[config.mk]
export PLATFORM = sky130hd
export DESIGN_NAME = image_header_metadata_parser_flat
export DESIGN_NICKNAME = d
export VERILOG_FILES = /design/src/imh_pkg.sv /design/src/imh_byte_if.sv /design/src/imh_result_if.sv /design/src/image_header_metadata_parser.sv /design/src/imh_core.sv /design/src/imh_outbuf.sv /design/src/flat_wrapper.sv
export SDC_FILE = /design/constraint.sdc
export NUM_CORES = 1
export LEC_CHECK = 0
export ABC_AREA = 1
export BUFFER_PORTS_ARGS = -buffer_cell sky130_fd_sc_hd__buf_2
export CAP_MARGIN = 5
export CORE_ASPECT_RATIO = 0.7
export CORE_MARGIN = 2
export CORE_UTILIZATION = 40
export CTS_CLUSTER_DIAMETER = 80
export DETAILED_ROUTE_END_ITERATION = 8
export SLEW_MARGIN = 40
export SYNTH_ARGS = -nofsm -noshare
export SYNTH_HDL_FRONTEND = slang
export SYNTH_SLANG_ARGS = --single-unit
export TNS_END_PERCENT = 30
[constraint.sdc]
create_clock -name clk -period 20.9 [get_ports clk]
set_input_delay 1.045 -clock clk [delete_from_list [all_inputs] [get_ports clk]]
set_output_delay 1.045 -clock clk [all_outputs]
set_load 0.005 [all_outputs]
[src/imh_pkg.sv]
// Shared types, codes and signature tables for the image header sniffer.
`default_nettype none

package imh_pkg;

  // Default width of the byte position counters
  localparam int unsigned POSITION_BITS_DEF = 32;

  // Reported format codes
  localparam logic [2:0] FMT_NONE = 3'd0;
  localparam logic [2:0] FMT_PNG  = 3'd1;
  localparam logic [2:0] FMT_JPEG = 3'd2;
  localparam logic [2:0] FMT_GIF  = 3'd3;
  localparam logic [2:0] FMT_BMP  = 3'd4;

  // Bit of each format in the signature match vector
  localparam int unsigned SIG_PNG  = 0;
  localparam int unsigned SIG_JPEG = 1;
  localparam int unsigned SIG_GIF  = 2;
  localparam int unsigned SIG_BMP  = 3;

  // JPEG marker codes
  localparam logic [7:0] MARK_PREFIX = 8'hFF;
  localparam logic [7:0] MARK_EOI    = 8'hD9;
  localparam logic [7:0] MARK_SOS    = 8'hDA;
  localparam logic [7:0] MARK_SOF_LO = 8'hC0;
  localparam logic [7:0] MARK_SOF_HI = 8'hC3;

  // One result beat
  typedef struct packed {
    logic               found;
    logic [2:0]         image_format;
    logic signed [31:0] width;
    logic signed [31:0] height;
    logic [15:0]        sample_bits;
    logic [2:0]         colour_kind;
  } res_t;

  function automatic logic [7:0] png_sig_byte(input logic [2:0] idx);
    logic [7:0] b;
    case (idx)
      3'd0: b = 8'h89;
      3'd1: b = 8'h50;
      3'd2: b = 8'h4E;
      3'd3: b = 8'h47;
      3'd4: b = 8'h0D;
      3'd5: b = 8'h0A;
      3'd6: b = 8'h1A;
      default: b = 8'h0A;
    endcase
    return b;
  endfunction

  function automatic logic [7:0] jpeg_sig_byte(input logic [1:0] idx);
    logic [7:0] b;
    case (idx)
      2'd1: b = 8'hD8;
      default: b = 8'hFF;
    endcase
    return b;
  endfunction

  function automatic logic [7:0] gif_sig_byte(input logic [1:0] idx);
    logic [7:0] b;
    case (idx)
      2'd0: b = 8'h47;
      2'd1: b = 8'h49;
      2'd2: b = 8'h46;
      default: b = 8'h38;
    endcase
    return b;
  endfunction

  function automatic logic [7:0] bmp_sig_byte(input logic idx);
    return idx ? 8'h4D : 8'h42;
  endfunction

  // PNG colour type byte to reported colour code
  function automatic logic [2:0] png_colour(input logic [7:0] raw);
    logic [2:0] c;
    case (raw)
      8'd0: c = 3'd1;
      8'd2: c = 3'd2;
      8'd3: c = 3'd3;
      8'd4: c = 3'd4;
      8'd6: c = 3'd5;
      default: c = 3'd0;
    endcase
    return c;
  endfunction

endpackage

`default_nettype wire

[src/imh_byte_if.sv]
// Valid/ready channel carrying one file byte per beat.
`default_nettype none

interface imh_byte_if;
  logic       valid;
  logic       ready;
  logic [7:0] data_byte;
  logic       last_byte;

  modport source(output valid, output data_byte, output last_byte, input ready);
  modport sink(input valid, input data_byte, input last_byte, output ready);
endinterface

`default_nettype wire

[src/imh_result_if.sv]
// Valid/ready channel carrying one header result per beat.
`default_nettype none

interface imh_result_if;
  logic               valid;
  logic               ready;
  logic               found;
  logic [2:0]         image_format;
  logic signed [31:0] width;
  logic signed [31:0] height;
  logic [15:0]        sample_bits;
  logic [2:0]         colour_kind;

  modport source(output valid, output found, output image_format, output width,
                 output height, output sample_bits, output colour_kind, input ready);
  modport sink(input valid, input found, input image_format, input width,
               input height, input sample_bits, input colour_kind, output ready);
endinterface

`default_nettype wire

[src/image_header_metadata_parser.sv]
// A result is registered into the output register after its last byte is accepted, or into the skid entry
// while that register still holds an earlier result. Throughput: one byte per cycle while input ready is high;
// every byte is handled in one pass of the state logic. Input ready drops only while both the output register
// and its skid entry hold results. Reset (synchronous, rst high) clears the header state and empties the result
// buffer; the state also returns to its reset values after each last byte.
`default_nettype none

module image_header_metadata_parser #(
  parameter int unsigned POSITION_BITS = imh_pkg::POSITION_BITS_DEF
) (
  input  wire logic    clk,
  input  wire logic    rst,
  imh_byte_if.sink     bytes,
  imh_result_if.source result
);
  import imh_pkg::*;

  logic acc;
  logic space;
  logic res_fire;
  res_t res;

  assign bytes.ready = space;
  assign acc         = bytes.valid && space;

  // Header tracking, one byte per beat
  imh_core #(
    .POSITION_BITS(POSITION_BITS)
  ) u_core (
    .clk      (clk),
    .rst      (rst),
    .acc      (acc),
    .data_byte(bytes.data_byte),
    .last_byte(bytes.last_byte),
    .res_fire (res_fire),
    .res      (res)
  );

  // Result register and skid
  imh_outbuf u_outbuf (
    .clk   (clk),
    .rst   (rst),
    .push  (res_fire),
    .din   (res),
    .space (space),
    .result(result)
  );

endmodule

`default_nettype wire

[src/imh_core.sv]
// Per-byte header state: signature match, fixed-offset capture and JPEG marker walk.
`default_nettype none

module imh_core #(
  parameter int unsigned POSITION_BITS = imh_pkg::POSITION_BITS_DEF
) (
  input  wire logic         clk,
  input  wire logic         rst,
  input  wire logic         acc,
  input  wire logic [7:0]   data_byte,
  input  wire logic         last_byte,
  output logic              res_fire,
  output imh_pkg::res_t     res
);
  import imh_pkg::*;

  localparam int unsigned P = POSITION_BITS;
  localparam int unsigned W = POSITION_BITS + 2;
  localparam logic [P-1:0] POS_MAX = {P{1'b1}};

  logic [P-1:0]  pos, pos_next;
  logic [3:0]    sig, sig_next;
  logic [7:0]    rb0, rb1, rb2;
  logic [31:0]   width_v, width_next;
  logic [31:0]   height_v, height_next;
  logic [15:0]   depth_v, depth_next;
  logic [2:0]    colour, colour_next;
  logic [P-1:0]  nmp, nmp_next;
  logic          stopped, stopped_next;
  logic [P-1:0]  fhs, fhs_next;
  logic          fha, fha_next;

  logic [P-1:0]  fh_off;
  logic [W-1:0]  walk_sum;
  logic          walk_hit;
  logic [1:0]    lane;
  logic [2:0]    fmt;

  // Next state for one accepted byte
  always_comb begin
    sig_next     = sig;
    width_next   = width_v;
    height_next  = height_v;
    depth_next   = depth_v;
    colour_next  = colour;
    nmp_next     = nmp;
    stopped_next = stopped;
    fhs_next     = fhs;
    fha_next     = fha;
    fh_off       = pos - fhs;
    walk_sum     = {2'b00, nmp};
    walk_hit     = !stopped && (({2'b00, nmp} + W'(3)) == {2'b00, pos});
    lane         = 2'd0;

    // signature checks on the leading bytes
    if (pos < P'(8) && data_byte != png_sig_byte(pos[2:0])) sig_next[SIG_PNG] = 1'b0;
    if (pos < P'(3) && data_byte != jpeg_sig_byte(pos[1:0])) sig_next[SIG_JPEG] = 1'b0;
    if (pos < P'(4) && data_byte != gif_sig_byte(pos[1:0])) sig_next[SIG_GIF] = 1'b0;
    if (pos < P'(2) && data_byte != bmp_sig_byte(pos[0])) sig_next[SIG_BMP] = 1'b0;

    if (pos != POS_MAX) begin
      if (sig_next[SIG_PNG]) begin
        // big-endian fields
        lane = 2'd3 - pos[1:0];
        if (pos == P'(7)) begin
          colour_next = 3'd1;
        end else if (pos >= P'(16) && pos <= P'(19)) begin
          width_next[8*lane +: 8] = data_byte;
        end else if (pos >= P'(20) && pos <= P'(23)) begin
          height_next[8*lane +: 8] = data_byte;
        end else if (pos == P'(24)) begin
          depth_next = {8'h00, data_byte};
        end else if (pos == P'(25)) begin
          colour_next = png_colour(data_byte);
        end
      end else if (sig_next[SIG_JPEG]) begin
        // fill the active frame header
        if (fha && pos >= fhs) begin
          if (fh_off == P'(4)) begin
            depth_next = {8'h00, data_byte};
          end else if (fh_off == P'(5)) begin
            height_next[15:8] = data_byte;
          end else if (fh_off == P'(6)) begin
            height_next[7:0] = data_byte;
          end else if (fh_off == P'(7)) begin
            width_next[15:8] = data_byte;
          end else if (fh_off == P'(8)) begin
            width_next[7:0] = data_byte;
            fha_next        = 1'b0;
          end
        end
        // marker walk: byte p is rb2, marker rb1, length {rb0, data_byte}
        if (walk_hit) begin
          if (rb2 != MARK_PREFIX) begin
            walk_sum = {2'b00, nmp} + W'(1);
          end else if (rb1 == MARK_EOI || rb1 == MARK_SOS) begin
            stopped_next = 1'b1;
          end else begin
            if (rb1 >= MARK_SOF_LO && rb1 <= MARK_SOF_HI) begin
              fhs_next    = nmp;
              fha_next    = 1'b1;
              width_next  = '0;
              height_next = '0;
              depth_next  = '0;
            end
            walk_sum = {2'b00, nmp} + W'({rb0, data_byte}) + W'(2);
          end
          nmp_next = (walk_sum > {2'b00, POS_MAX}) ? POS_MAX : walk_sum[P-1:0];
        end
      end else if (sig_next[SIG_GIF]) begin
        if (pos == P'(3)) begin
          depth_next = 16'd1;
        end else if (pos == P'(6)) begin
          width_next[7:0] = data_byte;
        end else if (pos == P'(7)) begin
          width_next[15:8] = data_byte;
        end else if (pos == P'(8)) begin
          height_next[7:0] = data_byte;
        end else if (pos == P'(9)) begin
          height_next[15:8] = data_byte;
        end else if (pos == P'(10)) begin
          depth_next = {13'd0, data_byte[6:4]} + 16'd1;
        end
      end else if (sig_next[SIG_BMP]) begin
        // little-endian fields starting at 18 and 22
        lane = pos[1:0] + 2'd2;
        if (pos >= P'(18) && pos <= P'(21)) begin
          width_next[8*lane +: 8] = data_byte;
        end else if (pos >= P'(22) && pos <= P'(25)) begin
          height_next[8*lane +: 8] = data_byte;
        end else if (pos == P'(28)) begin
          depth_next[7:0] = data_byte;
        end else if (pos == P'(29)) begin
          depth_next[15:8] = data_byte;
        end
      end
    end

    pos_next = (pos != POS_MAX) ? pos + P'(1) : pos;
  end

  // Result for a last byte
  always_comb begin
    if (sig_next[SIG_PNG] && pos >= P'(7)) begin
      fmt = FMT_PNG;
    end else if (sig_next[SIG_JPEG] && pos >= P'(2)) begin
      fmt = FMT_JPEG;
    end else if (sig_next[SIG_GIF] && pos >= P'(3)) begin
      fmt = FMT_GIF;
    end else if (sig_next[SIG_BMP] && pos >= P'(1)) begin
      fmt = FMT_BMP;
    end else begin
      fmt = FMT_NONE;
    end
    res_fire = acc && last_byte;
    if (fmt == FMT_NONE) begin
      res = '0;
    end else begin
      res.found        = 1'b1;
      res.image_format = fmt;
      res.width        = width_next;
      res.height       = height_next;
      res.sample_bits  = depth_next;
      res.colour_kind  = (fmt == FMT_PNG) ? colour_next : 3'd0;
    end
  end

  // State registers; a last byte returns everything to the reset values
  always_ff @(posedge clk) begin
    if (rst || (acc && last_byte)) begin
      pos      <= '0;
      sig      <= 4'hF;
      rb0      <= '0;
      rb1      <= '0;
      rb2      <= '0;
      width_v  <= '0;
      height_v <= '0;
      depth_v  <= '0;
      colour   <= '0;
      nmp      <= P'(2);
      stopped  <= 1'b0;
      fhs      <= '0;
      fha      <= 1'b0;
    end else if (acc) begin
      pos      <= pos_next;
      sig      <= sig_next;
      rb0      <= data_byte;
      rb1      <= rb0;
      rb2      <= rb1;
      width_v  <= width_next;
      height_v <= height_next;
      depth_v  <= depth_next;
      colour   <= colour_next;
      nmp      <= nmp_next;
      stopped  <= stopped_next;
      fhs      <= fhs_next;
      fha      <= fha_next;
    end
  end

`ifndef SYNTH
  a_last_resets: assert property (@(posedge clk) disable iff (rst)
    (acc && last_byte) |=> (pos == '0 && sig == 4'hF && !fha && !stopped))
    else $error("state not cleared after last byte");
  a_walk_floor: assert property (@(posedge clk) disable iff (rst)
    nmp >= P'(2))
    else $error("marker walk position below start offset");
  a_frame_is_jpeg: assert property (@(posedge clk) disable iff (rst)
    fha |-> sig[SIG_JPEG])
    else $error("frame header active without JPEG signature");
`endif

endmodule

`default_nettype wire

[src/imh_outbuf.sv]
// Result register with one skid entry so bytes keep flowing while a result waits.
`default_nettype none

module imh_outbuf (
  input  wire logic          clk,
  input  wire logic          rst,
  input  wire logic          push,
  input  wire imh_pkg::res_t din,
  output logic               space,
  imh_result_if.source       result
);
  import imh_pkg::*;

  logic out_valid, skid_valid;
  res_t out_data, skid_data;
  logic take;

  assign take  = out_valid && result.ready;
  assign space = !skid_valid;

  // Output slot refills from the skid entry first, keeping beat order
  always_ff @(posedge clk) begin
    if (rst) begin
      out_valid  <= 1'b0;
      skid_valid <= 1'b0;
    end else if (!out_valid || take) begin
      if (skid_valid) begin
        out_valid  <= 1'b1;
        out_data   <= skid_data;
        skid_valid <= push;
        skid_data  <= din;
      end else begin
        out_valid <= push;
        out_data  <= din;
      end
    end else if (push) begin
      skid_valid <= 1'b1;
      skid_data  <= din;
    end
  end

  assign result.valid        = out_valid;
  assign result.found        = out_data.found;
  assign result.image_format = out_data.image_format;
  assign result.width        = out_data.width;
  assign result.height       = out_data.height;
  assign result.sample_bits  = out_data.sample_bits;
  assign result.colour_kind  = out_data.colour_kind;

`ifndef SYNTH
  a_skid_behind_out: assert property (@(posedge clk) disable iff (rst)
    skid_valid |-> out_valid)
    else $error("skid entry held with empty output slot");
  a_no_overflow: assert property (@(posedge clk) disable iff (rst)
    push |-> !skid_valid)
    else $error("result pushed into full buffer");
  a_stall_keeps: assert property (@(posedge clk) disable iff (rst)
    (skid_valid && !take) |=> skid_valid)
    else $error("skid entry dropped while output stalled");
`endif

endmodule

`default_nettype wire

[src/flat_wrapper.sv]
// flat-port wrapper written by rule: the top's interface ports become plain ports
module image_header_metadata_parser_flat import imh_pkg::*;
#(
  parameter int unsigned POSITION_BITS = imh_pkg::POSITION_BITS_DEF
)
  (clk, rst, bytes_valid, bytes_data_byte, bytes_last_byte, bytes_ready, result_valid, result_found, result_image_format, result_width, result_height, result_sample_bits, result_colour_kind, result_ready);
  imh_byte_if bytes_i ();
  imh_result_if result_i ();
  input  wire logic clk;
  input  wire logic rst;
  input wire logic [$bits(bytes_i.valid)-1:0] bytes_valid;
  input wire logic [$bits(bytes_i.data_byte)-1:0] bytes_data_byte;
  input wire logic [$bits(bytes_i.last_byte)-1:0] bytes_last_byte;
  output wire logic [$bits(bytes_i.ready)-1:0] bytes_ready;
  output wire logic [$bits(result_i.valid)-1:0] result_valid;
  output wire logic [$bits(result_i.found)-1:0] result_found;
  output wire logic [$bits(result_i.image_format)-1:0] result_image_format;
  output wire logic [$bits(result_i.width)-1:0] result_width;
  output wire logic [$bits(result_i.height)-1:0] result_height;
  output wire logic [$bits(result_i.sample_bits)-1:0] result_sample_bits;
  output wire logic [$bits(result_i.colour_kind)-1:0] result_colour_kind;
  input wire logic [$bits(result_i.ready)-1:0] result_ready;
  assign bytes_i.valid = bytes_valid;
  assign bytes_i.data_byte = bytes_data_byte;
  assign bytes_i.last_byte = bytes_last_byte;
  assign bytes_ready = bytes_i.ready;
  assign result_valid = result_i.valid;
  assign result_found = result_i.found;
  assign result_image_format = result_i.image_format;
  assign result_width = result_i.width;
  assign result_height = result_i.height;
  assign result_sample_bits = result_i.sample_bits;
  assign result_colour_kind = result_i.colour_kind;
  assign result_i.ready = result_ready;
  image_header_metadata_parser #(.POSITION_BITS(POSITION_BITS)) u_core (.clk(clk), .rst(rst), .bytes(bytes_i), .result(result_i));
endmodule
# Yosys cells after proc, flatten, opt, wreduce, memory -nomap -nowiden
# Cells that the tools add are included.
[op_classes] reduce_logical=36 n_bitwise=4 n_eq_ne=37 addsub=11 n_shift=4 n_mul=0 div_mod_pow=0 magnitude_cmp=20 n_mux=127
[op_table] op="32-bit 2-to-1 mux" n=25
[op_table] op="16-bit 2-to-1 mux" n=37
[op_table] op="87-bit 2-to-1 mux" n=5
[op_table] op="34-bit 2-to-1 mux" n=6
[op_table] op="32-bit by 3-bit equality test with 1-bit output, second input constant" n=6
[op_table] op="32-bit bitwise mux" n=4
[op_table] op="32-bit by 4-bit equality test with 1-bit output, second input constant" n=4
[op_table] op="32-bit by 5-bit equality test with 1-bit output, second input constant" n=4
[op_table] op="32-bit by 5-bit greater-or-equal comparator with 1-bit output, second input constant" n=4
[op_table] op="32-bit by 5-bit <= comparator with 1-bit output, second input constant" n=4
[op_table] op="8-bit 2-to-1 mux" n=15
[op_table] op="5-bit negator with 34-bit output" n=2
[op_table] op="8-bit by 34-bit variable shift with 32-bit output, first input constant" n=2
[op_table] op="8-bit by 34-bit variable part select with 32-bit output" n=2
[op_table] op="32-bit by 2-bit greater-or-equal comparator with 1-bit output, second input constant" n=2
[op_table] op="32-bit by 2-bit < comparator with 1-bit output, second input constant" n=2
[op_table] op="8-bit one-hot mux with 6 select lines" n=1
[op_table] op="3-bit 2-to-1 mux" n=12
[op_table] op="33-bit by 2-bit adder with 34-bit output, second input constant" n=1
[op_table] op="34-bit by 32-bit > comparator with 1-bit output, second input constant" n=1
[op_table] op="32-bit by 1-bit adder with 33-bit output, second input constant" n=1
[op_table] op="32-bit by 16-bit adder with 33-bit output" n=1
[op_table] op="32-bit by 2-bit adder with 33-bit output, second input constant" n=1
[op_table] op="33-bit by 32-bit equality test with 1-bit output" n=1
[op_table] op="45 further kinds" n=96
[word_totals] ram_bits=0 memories=0 output_inout_bits=89 word_cells=266 latchBits=0 reg_bits=385 in_bits=13 romBits=0

# Longest topological paths before layout
# Gate-level depths: netlist of the first run.
[depth] word_depth=18 depth_mapped=26 depth_no_buf=25

# Modules after synthesis
# Synthesis of the first run repeated with hierarchy kept, for this count alone.
[hier_totals] cells_unflattened=4564 hier_area_um2=29106.7
[by_module_without_submodules] module="imh_core" area_per_inst_um2=22671.7 n_inst=1 cells_each=4090
[by_module_without_submodules] module="imh_outbuf" area_per_inst_um2=6427.4 n_inst=1 cells_each=472
[by_module_without_submodules] module="image_header_metadata_parser" area_per_inst_um2=7.5 n_inst=1 cells_each=2

# Worst setup path after synthesis of the first run
# OpenSTA, ideal clock, no wires.
[synth_timing] kind="in2reg" start="in result_ready" end="reg u_core.u_outbuf.skid_data[0] (netlist bit), enable pin" t_arrival_ns=7.924 path_buffers=0 path_slack_ns=12.323 cell_stages=4 setup_ns=0.653 path_cell_list="nor2_1 -> nor2_1 -> nand2_1 -> o21ai_0"
[synth_between] elab_chain_len=4 elab_cells_between_ends=5
[synth_rtl] element="from (decl)" line_no="flat_wrapper.sv:22" text="input wire logic [$bits(result_i.ready)-1:0] result_ready;"
[synth_rtl] element="1-bit logical AND (*)" line_no="imh_outbuf.sv:18" text="assign take = out_valid && result.ready;"
[synth_rtl] element="1-bit logical OR (*)" line_no="imh_outbuf.sv:26" text="end else if (!out_valid || take) begin"
[synth_rtl] element="2-bit inequality test (no line) / 2-bit nonzero test (equally long branches)"
[synth_rtl] element="3-bit AND reduction (no line) (*)"
[synth_rtl] element="to (signal assigned)" line_no="imh_outbuf.sv:31" text="skid_data <= din;"
[synth_rtl] element="to (signal assigned)" line_no="imh_outbuf.sv:38" text="skid_data <= din;"
[synth_rtl] element="to (decl)" line_no="imh_outbuf.sv:15" text="res_t out_data, skid_data;"
# Mark *: on every way between the ends. The rest lies on a longest branch, timed or not.
# A chain may end at the register's enable or synchronous reset.

# Final worst setup path of the first run
[layout_timing] start="reg u_core.u_core.pos[0]" end="reg u_core.u_outbuf.out_data (netlist bit u_core.u_outbuf.result.height[29]), data pin"
[layout_between] elab_chain_len=13 elab_cells_between_ends=81
[layout_rtl] element="from (decl)" line_no="imh_core.sv:21" text="logic [P-1:0] pos, pos_next;"
[layout_rtl] element="from (signal assigned)" line_no="imh_core.sv:185" text="pos <= pos_next;"
[layout_rtl] element="2-bit adder" line_no="imh_core.sv:126" text="lane = pos[1:0] + 2'd2;"
[layout_rtl] element="5-bit negator with 34-bit output" line_no="imh_core.sv:130" text="height_next[8*lane +: 8] = data_byte;"
[layout_rtl] element="8-bit by 34-bit variable part select with 32-bit output / 8-bit by 34-bit variable shift with 32-bit output (equally long branches)" line_no="imh_core.sv:130"
[layout_rtl] element="32-bit bitwise mux" line_no="imh_core.sv:130"
[layout_rtl] element="32-bit 2-to-1 mux" line_no="imh_core.sv:129" text="end else if (pos >= P'(22) && pos <= P'(25)) begin"
[layout_rtl] element="32-bit 2-to-1 mux" line_no="imh_core.sv:127" text="if (pos >= P'(18) && pos <= P'(21)) begin"
[layout_rtl] element="32-bit 2-to-1 mux" line_no="imh_core.sv:124" text="end else if (sig_next[SIG_BMP]) begin"
[layout_rtl] element="16-bit 2-to-1 mux" line_no="imh_core.sv:110" text="end else if (sig_next[SIG_GIF]) begin"
[layout_rtl] element="32-bit 2-to-1 mux" line_no="imh_core.sv:76" text="end else if (sig_next[SIG_JPEG]) begin"
[layout_rtl] element="32-bit 2-to-1 mux" line_no="imh_core.sv:62" text="if (sig_next[SIG_PNG]) begin"
[layout_rtl] element="32-bit 2-to-1 mux" line_no="imh_core.sv:61" text="if (pos != POS_MAX) begin"
[layout_rtl] element="87-bit 2-to-1 mux (*)" line_no="imh_core.sv:156" text="if (fmt == FMT_NONE) begin"
[layout_rtl] element="87-bit 2-to-1 mux (*)" line_no="imh_outbuf.sv:27" text="if (skid_valid) begin"
[layout_rtl] element="to (signal assigned)" line_no="imh_outbuf.sv:29" text="out_data <= skid_data;"
[layout_rtl] element="to (signal assigned)" line_no="imh_outbuf.sv:34" text="out_data <= din;"
[layout_rtl] element="to (decl)" line_no="imh_outbuf.sv:15"
# Marks and branches as above.

==> impl_metrics.tcl, run 1 <==
set metrics [dict create \
    status "complete, no violations" \
    p_sw_share_pct 30.3 \
    drive_above_1_share_pct 7.85 \
    drtIter0Drc 4059 \
    use_met1_pct 46.9 \
    synth_top_area_share_pct 17.8 \
    setup_tns_ns 0 \
    avgViaCountPerCell 5.57 \
    track_usage_pct 28.9 \
    yosys-top-cells-area "nand2_1 18%, edfxtp_1 18%, dfxtp_1 14%" \
    maxCapViolations 0 \
    hold-path-endpoint "u_core.u_core.fhs[9]$_SDFFE_PP0P_" \
    synth_seq_area_share_pct 31.7 \
    cts_max_level 2 \
    worstPathRequired_ns 21.38 \
    drc 0 \
    initial_core_util_pct 40.6 \
    syn_area_per_cell_um2 6.33 \
    synthCells 4713 \
    slew_headroom_pct 36.4 \
    post_cts_buffers 0 \
    hold_depth 2 \
    path_class "flip-flop to flip-flop" \
    sequentialPowerShare_pct 42.2 \
    fin_cells 5704 \
    fin_skew_ns 0.0456 \
    fp-row-count 83 \
    cts_hold_buf 0 \
    place_inst 5620 \
    syn_nets 4820 \
    setup_viol 0 \
    portBuffers 101 \
    die_y_um 232 \
    cts_root_buf "clkbuf_16" \
    overflow 0 \
    power.share.clock_pct 42.3 \
    io_pins 102 \
    ys_warn_count 0 \
    reg2reg_depth 21 \
    hpwl_um 82500 \
    p_leak_uw 0.0147 \
    rsz0062_at_grt "no" \
    die_w_um 330 \
    worst_pin_slew_ns 0.947 \
    ctsResizeCount 0 \
    gp_congestion 0.982 \
    yosysTopAreaCell "nand2_1" \
    fillers 7854 \
    critPathLaunchType "flip-flop" \
    drt-total-wl_um 113000 \
    clk_pin_slew_ns 0.06 \
    ant_nets 0 \
    r2r_end "u_core.u_outbuf.result.height[29]$_DFFE_PP_" \
    max-clock-path-buffers 3 \
    power_switching_uw 593 \
    layout.nets 4797 \
    cts_buffers 44 \
    power_frac_comb_pct 15.4 \
    hp-class "flip-flop to flip-flop" \
    period_share_pct 27.1 \
    grt_max_degree 79 \
    grt_pass1_vias 27500 \
    drv_slew 0 \
    drt-pass1-iter-count 6 \
    yosys.cell_types.count 61 \
    vias 31800 \
    antenna_found_initial 1 \
    fmax_mhz 176 \
    hold_start "u_core.u_core.fhs[9]$_SDFFE_PP0P_" \
    period_minus_slack_ns 5.67 \
    ys_seq_elements 385 \
    top_usage_layer "met1" \
    core-area_mm2 0.0735 \
    met2_usage_pct 37.8 \
    clkSinkCount 385 \
    post_drt_wl_per_cell_um 19.9 \
    syn_area_mm2 0.0298 \
    r2r_start "u_core.u_core.pos[0]$_SDFFE_PP0P_" \
    met3_usage_pct 6.28 \
    die_area_mm2 0.0768 \
    worstPathMaxFanout 40 \
    p_per_area_mw_per_mm2 60.1 \
    grt_first_pass_wirelength_um 171000 \
    areaGrowthSynthToFinish_pct 9.18 \
    intPower_uw 1370 \
    cts_tree "yes" \
    arrival_ns 6.14 \
    insertion_delay_ns 0.61 \
    hold_viol 0 \
    crit_path_end_kind "flip-flop" \
    vdd_drop_max_v 0.0000473 \
    worst-r2r-setup-slack_ns 15.23 \
]
## cell usage after synthesis (all sizes together)
master	number
nand3b	18
ha	92
nor3b	6
edfxtp	174
a31oi	13
nor4	24
a311oi	1
o211ai	57
a211oi	12
and2	5
nor2	510
a21o	3
nand4	128
xor2	29
nand3	280
a21oi	354
o311ai	1
o31a	1
xnor2	21
o22ai	16
dfxtp	211
nand2	1436
o31ai	13
or3	1
o2111ai	1
and3b	1
o32ai	2
a32o	1
buf	95
nor3	91
inv	564
mux2	1
o21a	7
clkbuf	123
fa	2
o21bai	9
o21ai	355
o41ai	4
and3	3
a21boi	2
or2	31
clkinv	13
mux2i	2
## cell usage in the layout (no fill, tap or decap), types with 9 or more instances in the layout
| cell | n |
|---|---|
| nand2_1 | 1409 |
| inv_1 | 541 |
| nor2_1 | 475 |
| a21oi_1 | 334 |
| o21ai_0 | 314 |
| nand3_1 | 274 |
| dfxtp_1 | 210 |
| edfxtp_1 | 174 |
| nand4_1 | 128 |
| buf_2 | 101 |
| ha_1 | 92 |
| nor3_1 | 85 |
| o211ai_1 | 52 |
| clkbuf_16 | 48 |
| buf_4 | 43 |
| o21ai_1 | 40 |
| xor2_1 | 29 |
| nand2_2 | 23 |
| inv_2 | 22 |
| nor2_2 | 21 |
| or2_2 | 21 |
| xnor2_1 | 21 |
| nor4_1 | 20 |
| a21oi_2 | 20 |
| clkinv_1 | 18 |
| nand3b_1 | 18 |
| o22ai_1 | 16 |
| nor2_4 | 14 |
| a31oi_1 | 13 |
| o31ai_1 | 13 |
| a211oi_1 | 12 |
| or2_1 | 10 |
| o21bai_1 | 9 |
## kinds of logic after synthesis
logic type	Yosys count	synth area share, %
adder cells (fa/ha/maj)	94	3.99
XOR/XNOR	50	1.47
flip-flops	385	31.7
AND/OR/NAND/NOR	2534	36.3
AO/OA/AOI/OAI	852	15.8
multiplexers	3	0.105
buffers and inverters	795	10.7
## how the worst max path moves through the flow
stage	start	end	slack (ns)	cells after the start
CTS	u_core.u_core.pos[0]$_SDFFE_PP0P_	u_core.u_outbuf.result.sample_bits[3]$_DFFE_PP_	15.50	25
floorplan	result_ready	u_core.u_outbuf.skid_data[0]$_DFFE_PP_	12.32	4
global placement	bytes_valid	u_core.u_core.fhs[30]$_SDFFE_PP0P_	14.60	12
finish	u_core.u_core.pos[0]$_SDFFE_PP0P_	u_core.u_outbuf.result.height[29]$_DFFE_PP_	15.23	21
detailed placement	bytes_data_byte[0]	u_core.u_outbuf.result.height[29]$_DFFE_PP_	15.36	17
global route	u_core.u_core.pos[0]$_SDFFE_PP0P_	u_core.u_core.pos[27]$_SDFFE_PP0P_	14.92	22
## power by group through the flow
stage / Clock [µW] / Combinational (µW) / Sequential, µW
2_1_floorplan: 0 / 197 / 842
3_3_place_gp: 0 / 290 / 843
3_5_place_dp: 0 / 293 / 843
4_1_cts: 842 / 294 / 827
5_1_grt: 868 / 332 / 830
6_report: 829 / 302 / 827
## layout make-up
class	count	area, µm²	share of cell area [%]
diodes	1	2.50	0.00768
well taps	977	1220	3.75
clock inverters	20	203	0.622
repair buffers	149	908	2.79
clock buffers	62	1320	4.06
multi-input cells	3533	17300	53.1
flip-flops and latches	385	9450	29.0
inverters	577	2170	6.66
## sequential cells by signal (all words and copies together), names as in the netlist, 16 cells and up
signal,count
u_core.u_core.fhs,32
u_core.u_outbuf.skid_data,87
u_core.u_core.height_v,32
u_core.u_outbuf.result.height,32
u_core.u_core.width_v,32
u_core.u_outbuf.result.sample_bits,16
u_core.u_outbuf.result.width,32
u_core.u_core.nmp,32
u_core.u_core.pos,32
u_core.u_core.depth_v,16
## worst max-delay path, cell delays in order, from the launching register on
cell,delay [ns]
dfxtp_1,0.37
buf_4,0.26
inv_1,0.49
ha_1,0.36
inv_1,0.17
nor2_2,0.25
inv_1,0.13
a21oi_1,0.12
o21ai_0,0.21
nor4_1,0.37
nand4_1,0.12
nand2_1,0.12
nand2_2,0.07
inv_2,0.33
nand2_1,0.33
nand3_2,0.13
buf_4,0.41
buf_4,0.38
nand2_1,0.13
inv_2,0.43
nand4_1,0.18
nand2_1,0.10
## metal layers
| layer | vias up | wire length (µm) |
|---|---|---|
| met4 | 0 | 2070 |
| met5 | - | 0 |
| met2 | 1620 | 42400 |
| met3 | 150 | 13600 |
| met1 | 14600 | 55400 |
| li1 | 15400 | - |
## through the flow
step | setup slack [ns] | instance area [µm²] | hold slack [ns] | total power, µW | util (%)
finish | 15.23 | 32600 | 0.461 | 1960 | 44.3
CTS | 15.50 | 32500 | 0.462 | 1960 | 44.3
global route | 14.92 | 32600 | 0.471 | 2030 | 44.3
detailed placement | 15.36 | 31000 | 0.455 | 1140 | 42.2
global placement | 14.60 | 30900 | 0.447 | 1130 | 42.1
floorplan | 12.32 | 29800 | 0.430 | 1040 | -
Note: power is estimated with default switching activity, not from simulation.
==> run 2: changes to the inputs <==
==> constraint.sdc (replaced) <==
create_clock -name clk -period 5.8 [get_ports clk]
set_input_delay 0.29 -clock clk [delete_from_list [all_inputs] [get_ports clk]]
set_output_delay 0.29 -clock clk [all_outputs]
set_load 0.005 [all_outputs]
==> run 2 against run 1 <==
Cell area increased by 0.44%. Highest routed layer is now met5. Flip-flop and latch count did not move. Maximum frequency increased by 23%. Global-route usage is 0.60 points higher. Clock power rose to 3.6 times the previous value. Via count grew 0.68%. Final cell count grew 0.33%. Setup slack got worse by 14 ns. Critical endpoint is now u_core.u_core.fhs[28]$_SDFFE_PP0P_. First-iteration DRC count rose by 5.6%.
==> impl_metrics.tcl, run 2 (synthesis results as in run 1) <==
set metrics [dict create \
    status "complete, no violations" \
    overflow 0 \
    largest_reg_flops 87 \
    period_minus_slack_ns 4.62 \
    final_common_cell "nand2_1" \
    cts_buffers 44 \
    clkSinkCount 385 \
    cts_root_buf "clkbuf_16" \
    insertion_delay_ns 0.61 \
    track_usage_pct 29.5 \
    fin_cells 5723 \
    maxCapViolations 0 \
    path_class "flip-flop to flip-flop" \
    fmax_mhz 216 \
    die_area_mm2 0.0768 \
    drc 0 \
    cts_tree "yes" \
    drt-total-wl_um 115000 \
    worst-r2r-setup-slack_ns 1.18 \
    clk_pin_slew_ns 0.06 \
    avgViaCountPerCell 5.59 \
    post_cts_buffers 0 \
    portBuffers 101 \
    drv_slew 0 \
    die_w_um 330 \
    vdd_drop_max_v 0.000147 \
    die_y_um 232 \
    drive_above_1_share_pct 8.12 \
    layout_common_cells "1409 x nand2_1, 542 x inv_1, 476 x nor2_1, 334 x a21oi_1, 314 x o21ai_0" \
    io_pins 102 \
    areaGrowthSynthToFinish_pct 9.66 \
    vias 32000 \
    core-area_mm2 0.0735 \
    hp-class "primary input to flip-flop" \
    critPathLaunchType "flip-flop" \
    p_leak_uw 0.0147 \
    use_met1_pct 47.2 \
    cts_hold_buf 2 \
    hpwl_um 82500 \
    rsz0062_at_grt "no" \
    layout.nets 4815 \
    cts_max_level 2 \
    period_share_pct 79.7 \
    top_usage_layer "met1" \
    ant_nets 0 \
    slew_headroom_pct 39.6 \
    setup_tns_ns 0 \
    met3_usage_pct 6.92 \
    crit_path_end_kind "flip-flop" \
    drtIter0Drc 4287 \
    post_drt_wl_per_cell_um 20.1 \
    grt_first_pass_wirelength_um 175000 \
    grt_pass1_vias 28300 \
    hold_viol 0 \
    grt_max_degree 88 \
    largest-register "u_core.u_outbuf.skid_data" \
    fin_skew_ns 0.0296 \
    worstPathMaxFanout 56 \
    fp-row-count 83 \
    drt-pass1-iter-count 9 \
    setup_ws_ns 1.18 \
    initial_core_util_pct 40.6 \
    antenna_found_initial 5 \
    place_inst 5637 \
    max-clock-path-buffers 3 \
    holdWs_ns 0.136 \
    gp_congestion 0.995 \
    worst_pin_slew_ns 0.904 \
    ctsResizeCount 0 \
    worstPathRequired_ns 6.32 \
    p_per_area_mw_per_mm2 215 \
    arrival_ns 5.14 \
    setup_viol 0 \
    place_ws_ns 1.15 \
    met2_usage_pct 38.1 \
]
## run 2: layout make-up
type	count	area, µm²
Antenna cell	3	7.51
Clock buffer	58	1240
Clock inverter	23	256
Fill cell	7839	40800
Inverter	577	2170
Multi-Input combinational cell	3533	17300
Sequential cell	385	9450
Tap cell	977	1220
Timing Repair Buffer	167	1090
## run 2: stage by stage
step	util, %	area, µm²	total power, µW
global route	44.5	32700	7300
finish	44.5	32700	7050
floorplan	-	29800	3740
global placement	42.3	31100	4090
CTS	44.5	32700	7060
detailed placement	42.4	31200	4100
## run 2: where the power goes
group / leakage [µW] / internal (µW) / switching (µW)
Sequential: 0.00340 / 2920 / 56.1
Combinational: 0.0106 / 302 / 800
Clock: 0.000720 / 1690 / 1270
## run 2: critical path: stages, from the launching register on
cell     delay, ns
dfxtp_1       0.32
buf_4         0.36
ha_1          0.47
inv_1         0.26
nor2_1        0.43
nand3_1       0.14
nor2_1        0.23
nand2_2       0.06
buf_4         0.28
nand2_4       0.12
inv_2         0.14
nand3_1       0.33
nor2_4        0.16
nand2_2       0.23
buf_4         0.51
o21ai_0       0.28
a21oi_1       0.16
## run 2: worst paths after layout
check,startpoint,end,cells past startpoint
setup / recovery,u_core.u_core.pos[0]$_SDFFE_PP0P_,u_core.u_core.fhs[28]$_SDFFE_PP0P_,16
hold / removal,result_ready,u_core.u_outbuf.skid_valid$_SDFFE_PP0P_,4
setup reg to reg,u_core.u_core.pos[0]$_SDFFE_PP0P_,u_core.u_core.fhs[28]$_SDFFE_PP0P_,16
hold reg to reg,u_core.u_core.fhs[15]$_SDFFE_PP0P_,u_core.u_core.fhs[15]$_SDFFE_PP0P_,2
## run 2: layer usage
metal	share of wire (%)	routed length, µm	vias to the layer above
met5	0.011	13	-
met4	2.2	2570	2
met3	13	14600	185
met2	37	42700	1806
met1	48	55100	14600
li1	-	-	15500
